===== src/rtl/sipnict_pkg.sv =====
// ----------------------------------------------------------------------------
// sipnict_pkg
// Shared codes, widths and types of the non-INVITE client transaction block.
// ----------------------------------------------------------------------------
package sipnict_pkg;

  localparam int CodeW    = 10;
  localparam int PhaseW   = 3;
  localparam int EvW      = 2;
  localparam int OpW      = 2;
  localparam int MsW      = 16;
  localparam int TimeoutW = 22;
  localparam int CfgAddrW = 2;

  // Timer F runs this many T1 intervals.
  localparam int TIMEOUT_MULTIPLE = 64;
  // Status codes at or above this value are final responses.
  localparam logic [CodeW-1:0] FINAL_CODE_MIN = CodeW'(200);

  // Input operations.
  localparam logic [OpW-1:0] OP_SEND      = 2'd0;
  localparam logic [OpW-1:0] OP_RESPONSE  = 2'd1;
  localparam logic [OpW-1:0] OP_TICK      = 2'd2;
  localparam logic [OpW-1:0] OP_TERMINATE = 2'd3;

  // Transaction phases.
  localparam logic [PhaseW-1:0] PH_IDLE       = 3'd0;
  localparam logic [PhaseW-1:0] PH_TRYING     = 3'd1;
  localparam logic [PhaseW-1:0] PH_PROCEEDING = 3'd2;
  localparam logic [PhaseW-1:0] PH_COMPLETED  = 3'd3;
  localparam logic [PhaseW-1:0] PH_TERMINATED = 3'd4;

  // Result events.
  localparam logic [EvW-1:0] EV_TRANSMIT   = 2'd0;
  localparam logic [EvW-1:0] EV_DELIVER    = 2'd1;
  localparam logic [EvW-1:0] EV_TIMEOUT    = 2'd2;
  localparam logic [EvW-1:0] EV_TERMINATED = 2'd3;

  // Configuration register indexes.
  localparam logic [CfgAddrW-1:0] CFG_BASE_INTERVAL = 2'd0;
  localparam logic [CfgAddrW-1:0] CFG_MAX_INTERVAL  = 2'd1;
  localparam logic [CfgAddrW-1:0] CFG_LINGER        = 2'd2;
  localparam logic [CfgAddrW-1:0] CFG_RELIABLE      = 2'd3;

  typedef struct packed {
    logic [MsW-1:0] base_interval_ms;
    logic [MsW-1:0] max_interval_ms;
    logic [MsW-1:0] linger_ms;
    logic           reliable_transport;
  } cfg_t;

  typedef struct packed {
    logic [EvW-1:0]    event_res;
    logic [CodeW-1:0]  event_code;
    logic [PhaseW-1:0] phase_now;
    logic              last;
  } result_t;

  // Zero, one or two results caused by one input item.
  typedef struct packed {
    logic    any;
    logic    two;
    result_t r0;
    result_t r1;
  } res_pair_t;

endpackage


===== src/rtl/sipnict_fsm.sv =====
// ----------------------------------------------------------------------------
// sipnict_fsm
// Transaction state and timers E, F and K; computes the results of one item.
// ----------------------------------------------------------------------------
module sipnict_fsm (
  input  logic                            clk,
  input  logic                            rst_n,
  input  logic                            accept,
  input  logic [sipnict_pkg::OpW-1:0]     op,
  input  logic [sipnict_pkg::CodeW-1:0]   status_code,
  input  sipnict_pkg::cfg_t               cfg,
  output sipnict_pkg::res_pair_t          res
);

  logic [sipnict_pkg::PhaseW-1:0]   phase_r, phase_nxt;
  logic [sipnict_pkg::MsW-1:0]      retx_rem_r, retx_rem_nxt;
  logic [sipnict_pkg::MsW-1:0]      retx_int_r, retx_int_nxt;
  logic                             retx_armed_r, retx_armed_nxt;
  logic [sipnict_pkg::TimeoutW-1:0] to_rem_r, to_rem_nxt;
  logic                             to_armed_r, to_armed_nxt;
  logic [sipnict_pkg::MsW-1:0]      lin_rem_r, lin_rem_nxt;
  logic                             lin_armed_r, lin_armed_nxt;

  logic                             f_exp, e_exp, k_exp, active;
  logic [sipnict_pkg::TimeoutW-1:0] to_dec;
  logic [sipnict_pkg::MsW-1:0]      retx_dec, lin_dec, retx_new;
  logic [sipnict_pkg::MsW:0]        retx_dbl;

  // An armed timer expires on the tick where one or less remains; expiry alone does not disarm it.
  assign f_exp  = to_armed_r   && (to_rem_r   <= sipnict_pkg::TimeoutW'(1));
  assign e_exp  = retx_armed_r && (retx_rem_r <= sipnict_pkg::MsW'(1));
  assign k_exp  = lin_armed_r  && (lin_rem_r  <= sipnict_pkg::MsW'(1));
  assign to_dec   = f_exp ? '0 : (to_armed_r   ? to_rem_r   - 1'b1 : to_rem_r);
  assign retx_dec = e_exp ? '0 : (retx_armed_r ? retx_rem_r - 1'b1 : retx_rem_r);
  assign lin_dec  = k_exp ? '0 : (lin_armed_r  ? lin_rem_r  - 1'b1 : lin_rem_r);
  assign active = (phase_r == sipnict_pkg::PH_TRYING) ||
                  (phase_r == sipnict_pkg::PH_PROCEEDING);

  // Retransmit interval doubles up to T2 in trying and jumps to T2 in proceeding.
  assign retx_dbl = {retx_int_r, 1'b0};
  always_comb begin
    if (phase_r != sipnict_pkg::PH_TRYING) begin
      retx_new = cfg.max_interval_ms;
    end else if (retx_dbl < {1'b0, cfg.max_interval_ms}) begin
      retx_new = retx_dbl[sipnict_pkg::MsW-1:0];
    end else begin
      retx_new = cfg.max_interval_ms;
    end
  end

  always_comb begin
    phase_nxt      = phase_r;
    retx_rem_nxt   = retx_rem_r;
    retx_int_nxt   = retx_int_r;
    retx_armed_nxt = retx_armed_r;
    to_rem_nxt     = to_rem_r;
    to_armed_nxt   = to_armed_r;
    lin_rem_nxt    = lin_rem_r;
    lin_armed_nxt  = lin_armed_r;
    res            = '0;

    unique case (op)
      sipnict_pkg::OP_SEND: begin
        if (phase_r == sipnict_pkg::PH_IDLE) begin
          phase_nxt    = sipnict_pkg::PH_TRYING;
          to_rem_nxt   = sipnict_pkg::TimeoutW'(cfg.base_interval_ms *
                                                 sipnict_pkg::TIMEOUT_MULTIPLE);
          to_armed_nxt = 1'b1;
          if (!cfg.reliable_transport) begin
            retx_int_nxt   = cfg.base_interval_ms;
            retx_rem_nxt   = cfg.base_interval_ms;
            retx_armed_nxt = 1'b1;
          end
          res.any          = 1'b1;
          res.r0.event_res = sipnict_pkg::EV_TRANSMIT;
          res.r0.phase_now = sipnict_pkg::PH_TRYING;
        end
      end
      sipnict_pkg::OP_RESPONSE: begin
        if (active) begin
          res.any           = 1'b1;
          res.r0.event_res  = sipnict_pkg::EV_DELIVER;
          res.r0.event_code = status_code;
          if (status_code < sipnict_pkg::FINAL_CODE_MIN) begin
            phase_nxt        = sipnict_pkg::PH_PROCEEDING;
            res.r0.phase_now = sipnict_pkg::PH_PROCEEDING;
          end else begin
            retx_armed_nxt   = 1'b0;
            retx_rem_nxt     = '0;
            to_armed_nxt     = 1'b0;
            to_rem_nxt       = '0;
            res.r0.phase_now = sipnict_pkg::PH_COMPLETED;
            if (!cfg.reliable_transport) begin
              phase_nxt     = sipnict_pkg::PH_COMPLETED;
              lin_rem_nxt   = cfg.linger_ms;
              lin_armed_nxt = 1'b1;
            end else begin
              phase_nxt        = sipnict_pkg::PH_TERMINATED;
              lin_armed_nxt    = 1'b0;
              lin_rem_nxt      = '0;
              res.two          = 1'b1;
              res.r1.event_res = sipnict_pkg::EV_TERMINATED;
              res.r1.phase_now = sipnict_pkg::PH_TERMINATED;
            end
          end
        end
      end
      sipnict_pkg::OP_TICK: begin
        to_rem_nxt   = to_dec;
        retx_rem_nxt = retx_dec;
        lin_rem_nxt  = lin_dec;
        if (f_exp && active) begin
          // Timer F wins over timer E on the same tick.
          phase_nxt        = sipnict_pkg::PH_TERMINATED;
          retx_armed_nxt   = 1'b0;
          retx_rem_nxt     = '0;
          to_armed_nxt     = 1'b0;
          to_rem_nxt       = '0;
          lin_armed_nxt    = 1'b0;
          lin_rem_nxt      = '0;
          res.any          = 1'b1;
          res.two          = 1'b1;
          res.r0.event_res = sipnict_pkg::EV_TIMEOUT;
          res.r0.phase_now = phase_r;
          res.r1.event_res = sipnict_pkg::EV_TERMINATED;
          res.r1.phase_now = sipnict_pkg::PH_TERMINATED;
        end else if (e_exp && active) begin
          retx_int_nxt     = retx_new;
          retx_rem_nxt     = retx_new;
          res.any          = 1'b1;
          res.r0.event_res = sipnict_pkg::EV_TRANSMIT;
          res.r0.phase_now = phase_r;
        end else if (k_exp && (phase_r == sipnict_pkg::PH_COMPLETED)) begin
          phase_nxt        = sipnict_pkg::PH_TERMINATED;
          retx_armed_nxt   = 1'b0;
          retx_rem_nxt     = '0;
          to_armed_nxt     = 1'b0;
          to_rem_nxt       = '0;
          lin_armed_nxt    = 1'b0;
          lin_rem_nxt      = '0;
          res.any          = 1'b1;
          res.r0.event_res = sipnict_pkg::EV_TERMINATED;
          res.r0.phase_now = sipnict_pkg::PH_TERMINATED;
        end
      end
      sipnict_pkg::OP_TERMINATE: begin
        if (phase_r != sipnict_pkg::PH_TERMINATED) begin
          phase_nxt        = sipnict_pkg::PH_TERMINATED;
          retx_armed_nxt   = 1'b0;
          retx_rem_nxt     = '0;
          to_armed_nxt     = 1'b0;
          to_rem_nxt       = '0;
          lin_armed_nxt    = 1'b0;
          lin_rem_nxt      = '0;
          res.any          = 1'b1;
          res.r0.event_res = sipnict_pkg::EV_TERMINATED;
          res.r0.phase_now = sipnict_pkg::PH_TERMINATED;
        end
      end
      default: begin
      end
    endcase

    res.r0.last = !res.two;
    res.r1.last = 1'b1;
  end

  always_ff @(posedge clk) begin
    if (!rst_n) begin
      phase_r      <= sipnict_pkg::PH_IDLE;
      retx_rem_r   <= '0;
      retx_int_r   <= '0;
      retx_armed_r <= 1'b0;
      to_rem_r     <= '0;
      to_armed_r   <= 1'b0;
      lin_rem_r    <= '0;
      lin_armed_r  <= 1'b0;
    end else if (accept) begin
      phase_r      <= phase_nxt;
      retx_rem_r   <= retx_rem_nxt;
      retx_int_r   <= retx_int_nxt;
      retx_armed_r <= retx_armed_nxt;
      to_rem_r     <= to_rem_nxt;
      to_armed_r   <= to_armed_nxt;
      lin_rem_r    <= lin_rem_nxt;
      lin_armed_r  <= lin_armed_nxt;
    end
  end

endmodule


===== src/rtl/sipnict_outbuf.sv =====
// ----------------------------------------------------------------------------
// sipnict_outbuf
// Two-entry result buffer; holds the one or two results of the last item.
// ----------------------------------------------------------------------------
module sipnict_outbuf (
  input  logic                   clk,
  input  logic                   rst_n,
  input  logic                   accept,
  input  sipnict_pkg::res_pair_t res,
  output logic                   ready,
  output logic                   out_valid,
  input  logic                   out_ready,
  output sipnict_pkg::result_t   out_res
);

  logic                 a_valid_r, b_valid_r;
  sipnict_pkg::result_t a_r, b_r;

  // A new item is taken once the buffer is empty or drains in this cycle.
  assign ready     = !a_valid_r || (out_ready && !b_valid_r);
  assign out_valid = a_valid_r;
  assign out_res   = a_r;

  always_ff @(posedge clk) begin
    if (!rst_n) begin
      a_valid_r <= 1'b0;
      b_valid_r <= 1'b0;
    end else if (accept) begin
      a_valid_r <= res.any;
      b_valid_r <= res.two;
    end else if (out_ready && a_valid_r) begin
      a_valid_r <= b_valid_r;
      b_valid_r <= 1'b0;
    end
  end

  always_ff @(posedge clk) begin
    if (accept) begin
      a_r <= res.r0;
      b_r <= res.r1;
    end else if (out_ready && a_valid_r) begin
      a_r <= b_r;
    end
  end

endmodule


===== src/rtl/sip_non_invite_client_transaction.sv =====
// ----------------------------------------------------------------------------
// sip_non_invite_client_transaction
// Non-INVITE client transaction: send, responses, millisecond ticks, terminate.
// ----------------------------------------------------------------------------
// Results of an accepted item appear on the output in the cycle after it is taken.
// Throughput: one item per cycle while each item gives at most one result and the
//   sink is ready; an item that gives two results holds the input, since the
//   two-entry result buffer must drain before the next item is taken.
// Reset: synchronous, active low; phase idle, all timers disarmed, registers
//   back to T1 = 500, T2 = 4000, T4 = 5000 and an unreliable transport.
// ----------------------------------------------------------------------------
module sip_non_invite_client_transaction (
  input  logic        clk,
  input  logic        rst_n,
  // Input channel.
  input  logic        in_tvalid,
  output logic        in_tready,
  input  logic [15:0] in_tdata,   // [9:0] status_code, upper bits zero
  input  logic [1:0]  in_tuser,   // [1:0] op
  // Result channel.
  output logic        out_tvalid,
  input  logic        out_tready,
  output logic [15:0] out_tdata,  // [9:0] event_code, [12:10] phase_now, upper zero
  output logic [1:0]  out_tuser,  // [1:0] event_res
  output logic        out_tlast,  // last result of this input
  // Configuration write port.
  input  logic        cfg_we,
  input  logic [1:0]  cfg_addr,
  input  logic [15:0] cfg_wdata
);

  sipnict_pkg::cfg_t      cfg_r;
  sipnict_pkg::res_pair_t res;
  sipnict_pkg::result_t   out_res;
  logic                   accept;

  // Configuration registers. Changes take effect for timers armed afterwards,
  // since the running timers hold their own counts.
  always_ff @(posedge clk) begin
    if (!rst_n) begin
      cfg_r.base_interval_ms   <= sipnict_pkg::MsW'(500);
      cfg_r.max_interval_ms    <= sipnict_pkg::MsW'(4000);
      cfg_r.linger_ms          <= sipnict_pkg::MsW'(5000);
      cfg_r.reliable_transport <= 1'b0;
    end else if (cfg_we) begin
      unique case (cfg_addr)
        sipnict_pkg::CFG_BASE_INTERVAL: cfg_r.base_interval_ms   <= cfg_wdata;
        sipnict_pkg::CFG_MAX_INTERVAL:  cfg_r.max_interval_ms    <= cfg_wdata;
        sipnict_pkg::CFG_LINGER:        cfg_r.linger_ms          <= cfg_wdata;
        sipnict_pkg::CFG_RELIABLE:      cfg_r.reliable_transport <= cfg_wdata[0];
        default: begin
        end
      endcase
    end
  end

  // An item is taken when the result buffer has room for all it may produce.
  assign accept = in_tvalid && in_tready;

  // The transaction logic updates its state and timers on every accepted item
  // and hands zero, one or two results to the buffer in the same edge.
  sipnict_fsm u_fsm (
    .clk         (clk),
    .rst_n       (rst_n),
    .accept      (accept),
    .op          (in_tuser),
    .status_code (in_tdata[sipnict_pkg::CodeW-1:0]),
    .cfg         (cfg_r),
    .res         (res)
  );

  // The buffer separates the two channels so a waiting result does not stop
  // the next item when the sink takes it in the same cycle.
  sipnict_outbuf u_outbuf (
    .clk       (clk),
    .rst_n     (rst_n),
    .accept    (accept),
    .res       (res),
    .ready     (in_tready),
    .out_valid (out_tvalid),
    .out_ready (out_tready),
    .out_res   (out_res)
  );

  assign out_tuser = out_res.event_res;
  assign out_tdata = {3'b000, out_res.phase_now, out_res.event_code};
  assign out_tlast = out_res.last;

endmodule


===== config.mk =====
export PLATFORM = sky130hd
export DESIGN_NAME = sip_non_invite_client_transaction
export DESIGN_NICKNAME = d
export VERILOG_FILES = /design/src/rtl/sipnict_pkg.sv /design/src/rtl/sipnict_fsm.sv /design/src/rtl/sipnict_outbuf.sv /design/src/rtl/sip_non_invite_client_transaction.sv
export SDC_FILE = /design/constraint.sdc
export NUM_CORES = 1
export LEC_CHECK = 0
export BUFFER_PORTS_ARGS = -buffer_cell sky130_fd_sc_hd__buf_2
export CORE_MARGIN = 2
export CORE_UTILIZATION = 45
export CTS_CLUSTER_SIZE = 14
export DETAILED_ROUTE_END_ITERATION = 8
export GPL_TIMING_DRIVEN = 0
export PLACE_DENSITY = 0.59
export SLEW_MARGIN = 20
export SYNTH_ARGS = -nofsm -noshare
export SYNTH_HDL_FRONTEND = slang
export SYNTH_SLANG_ARGS = --single-unit

===== constraint.sdc =====
create_clock -name clk -period 3.1 [get_ports clk]
set_clock_uncertainty 0.2 [all_clocks]
set_input_delay 0.62 -clock clk [delete_from_list [all_inputs] [get_ports clk]]
set_output_delay 0.62 -clock clk [all_outputs]
set_load 0.01 [all_outputs]

==> flow_metrics.py <==
metrics = {
    "outcome": {
        "status": "finished clean",
    },
    "place": {
        "placed_area_mm2": 0.00844,
        "hpwlAfterDp_um": 19300,
        "pre_cts_ws_ps": -418,
        "gp_congestion": 0.918,
        "port_buffers": 50,
    },
    "global_route": {
        "antenna_found_initial": 0,
        "grt_overflow": 0,
        "grt_max_degree": 18,
        "grt_pass1_vias": 7036,
        "grt_pass1_wl_um": 40400,
        "track_usage_pct": 29.0,
    },
    "logic_synthesis": {
        "async_flop_share_pct": 0,
        "postSynthAreaPerCell_um2": 7.99,
        "yosys_warnings": 0,
        "ys_seq_elements": 144,
        "ys_seq_area_share_pct": 38.7,
        "synth_cell_types": 75,
        "synthFlopType": "dfxtp_1",
        "ys_top_cells_by_area": "dfxtp_1, nand2_1, edfxtp_1",
        "yosys.area.top_type_share_pct": 32.2,
        "synth_edf_count": 17,
        "syn-cell-area_mm2": 0.00789,
        "syn_inst": 987,
        "yosys.area.top_type": "dfxtp_1",
    },
    "final_layout": {
        "fill_cells": 1685,
        "final_common_cell": "nand2_1",
        "final_cell_mix": "nand2_1, dfxtp_1, a21oi_1, nor2_1, buf_2",
        "area_delta_synth_final_pct": 16.4,
        "final_nets": 1130,
        "drive_above_1_share_pct": 13.9,
        "n_antenna_cell": 0,
        "fin_area_mm2": 0.00918,
    },
    "route": {
        "drc": 0,
        "routedWlPerCell_um": 20.5,
        "first_pass_iters": 6,
        "via_per_inst": 6.04,
        "routed_wl_um": 26600,
        "drtAntennaViolNets": 0,
        "drtIter0Drc": 711,
        "vias": 7849,
    },
    "sta": {
        "slew_violations": 0,
        "min_period_over_period_pct": 96.0,
        "period_minus_slack_ps": 2980,
        "setup-violations-final": 0,
        "fin_ws_ps": 124,
        "max_slew_margin_pct": 43.1,
        "finalHoldViolCount": 0,
        "fmax_ghz": 0.336,
        "worstMarginPinSlew_ps": 854,
    },
    "clock_tree": {
        "cts.sinks": 144,
        "numCtsBuffers": 17,
        "path_clk_slew_ps": 60,
        "clkLatencyLatePin_ps": 430,
        "cts_root_buffer": "clkbuf_16",
        "htreeDepth": 4,
        "clockBufferDepth": 2,
        "cts_tree": "done",
    },
    "critical_path": {
        "endpoint_kind": "register",
        "path_cells": "or3_4 -> or4_1 -> buf_2 -> nor4_4 -> buf_4 -> buf_4 -> or2_2 -> buf_2 -> nor2_1 -> a221oi_1 -> o22ai_1",
        "crit_fanout": 7,
        "cp.required_ps": 3180,
        "worstPathArrival_ps": 3060,
        "slowest_delay_ps": 430,
        "crit_slowest_cell": "or3_4",
        "critPathTopFamily": "simple AND/OR/NAND/NOR gates",
        "critPathBufInv": 4,
        "critical_path_class": "register to register",
        "startpoint_type": "register",
    },
    "floorplan": {
        "die-area_mm2": 0.0186,
        "floorplan.initialDensity_pct": 45.8,
        "num_rows": 48,
        "die_w_um": 136,
        "ioPinCount": 62,
        "core_area_mm2": 0.0172,
        "die_h_um": 136,
    },
    "power": {
        "p_leak_uw": 0.00365,
        "cellPowerDensity_mw_per_mm2": 538,
        "ir_worst_vdd_uv": 422,
    },
    "run": {
        "drv_cap": 0,
    },
    "hold_path": {
        "hold_class": "primary input to register",
    },
}
## where the power goes
| group | total [uW] | internal (uW) | switching [uW] | leakage (uW) |
|---|---|---|---|---|
| combinational | 931 | 345 | 586 | 0.00217 |
| sequential | 2080 | 1980 | 99.3 | 0.00121 |
| clock | 1930 | 1140 | 788 | 0.000270 |
| total | 4940 | 3470 | 1470 | 0.00365 |
## layout make-up
type                    instances  area (um2)  share of cell area [%]
well taps                     225         282                    3.07
repair buffers                 56         295                    3.22
clock inverters                 5        27.5                   0.300
flip-flops and latches        144        3050                    33.3
multi-input cells             745        4570                    49.8
plain buffers                  65         302                    3.29
clock buffers                  25         517                    5.63
inverters                      35         131                    1.43
## worst min-delay path, cell delays in order
cell and delay [ps]:
buf_2 110, nand2_1 50, nand3_1 70
## logic make-up after synthesis
group           share of synthesized area [%]
compound gates                           22.8
other cells                            0.0475
xor+xnor                                 2.33
fa+ha+maj                                3.97
buf+inv                                  5.25
simple gates                             24.5
flops                                    38.7
mux                                      2.43
## layer usage
metal  share of wire [%]  track usage [%]  vias up
met4                 2.3             8.33        0
met2                  44             44.7      385
met1                  45             40.4     3683
met5                   0                0        -
li1                    -                -     3738
met3                 8.3             6.90       43
## flip-flops by register name, indices dropped and copies added, names as in the netlist
name	count
u_outbuf.out_res	16
u_fsm.retx_int_r	16
u_fsm.lin_armed_r	1
u_outbuf.out_valid	1
u_fsm.phase_r	3
u_fsm.to_rem_r	22
u_outbuf.b_r	1
u_fsm.retx_armed_r	1
u_fsm.retx_rem_r	16
u_fsm.lin_rem_r	16
u_outbuf.b_valid_r	1
u_fsm.to_armed_r	1
cfg_r	49
## metrics by stage
| stage | cells | utilization, % | total power (uW) | hold slack (ps) | TNS [ps] |
|---|---|---|---|---|---|
| final | 1300 | 53.3 | 4940 | 262 | 0 |
| after global routing | 1300 | 53.3 | 5130 | 269 | -97.3 |
| after CTS | 1298 | 52.4 | 4910 | 254 | 0 |
| after detailed placement | 1264 | 49.0 | 2990 | 256 | -16690 |
| after global placement | 1264 | 48.9 | 2990 | 256 | -18080 |
| after floorplan | 989 | - | 2710 | 235 | 0 |
## synth_stat cells (8+ instances only)
cell type  count
a211o_1       15
a21oi_1       95
a221oi_1      16
a22oi_1        9
a31oi_1       10
a32oi_1        9
and3_1        20
buf_2         10
clkbuf_1      46
dfxtp_1      127
edfxtp_1      17
ha_1          25
inv_1         34
mux2i_1       18
nand2_1      162
nand2b_1       8
nand3_1       32
nor2_1        78
nor3_1        25
nor4_1        15
o211ai_1      12
o21ai_0       38
o22ai_1       20
or3_1          8
xnor2_1       12
xor2_1         9
## timing repair
action                                  4_1_cts  5_1_grt
pin swaps                                     3        3
buffers inserted                              4        2
resized for setup                             5       32
hold buffers                                  0        0
cloned                                        0        0
endpoints found under the setup margin       51       66
## path summary, 6_finish.rpt
| check | slack (ps) | from | depth (start not counted) | end |
|---|---|---|---|---|
| max | 120 | u_fsm.lin_rem_r[8]$_SDFFE_PN0P_ | 11 | u_fsm.retx_rem_r[9]$_SDFFE_PN0P_ |
| min | 260 | cfg_wdata[5] | 3 | cfg_r[38]$_SDFFE_PN1P_ |
| max reg2reg | 120 | u_fsm.lin_rem_r[8]$_SDFFE_PN0P_ | 11 | u_fsm.retx_rem_r[9]$_SDFFE_PN0P_ |
| min reg2reg | 270 | cfg_r[15]$_SDFFE_PN0P_ | 2 | cfg_r[15]$_SDFFE_PN0P_ |
Note: power is estimated with default switching activity, not from simulation.
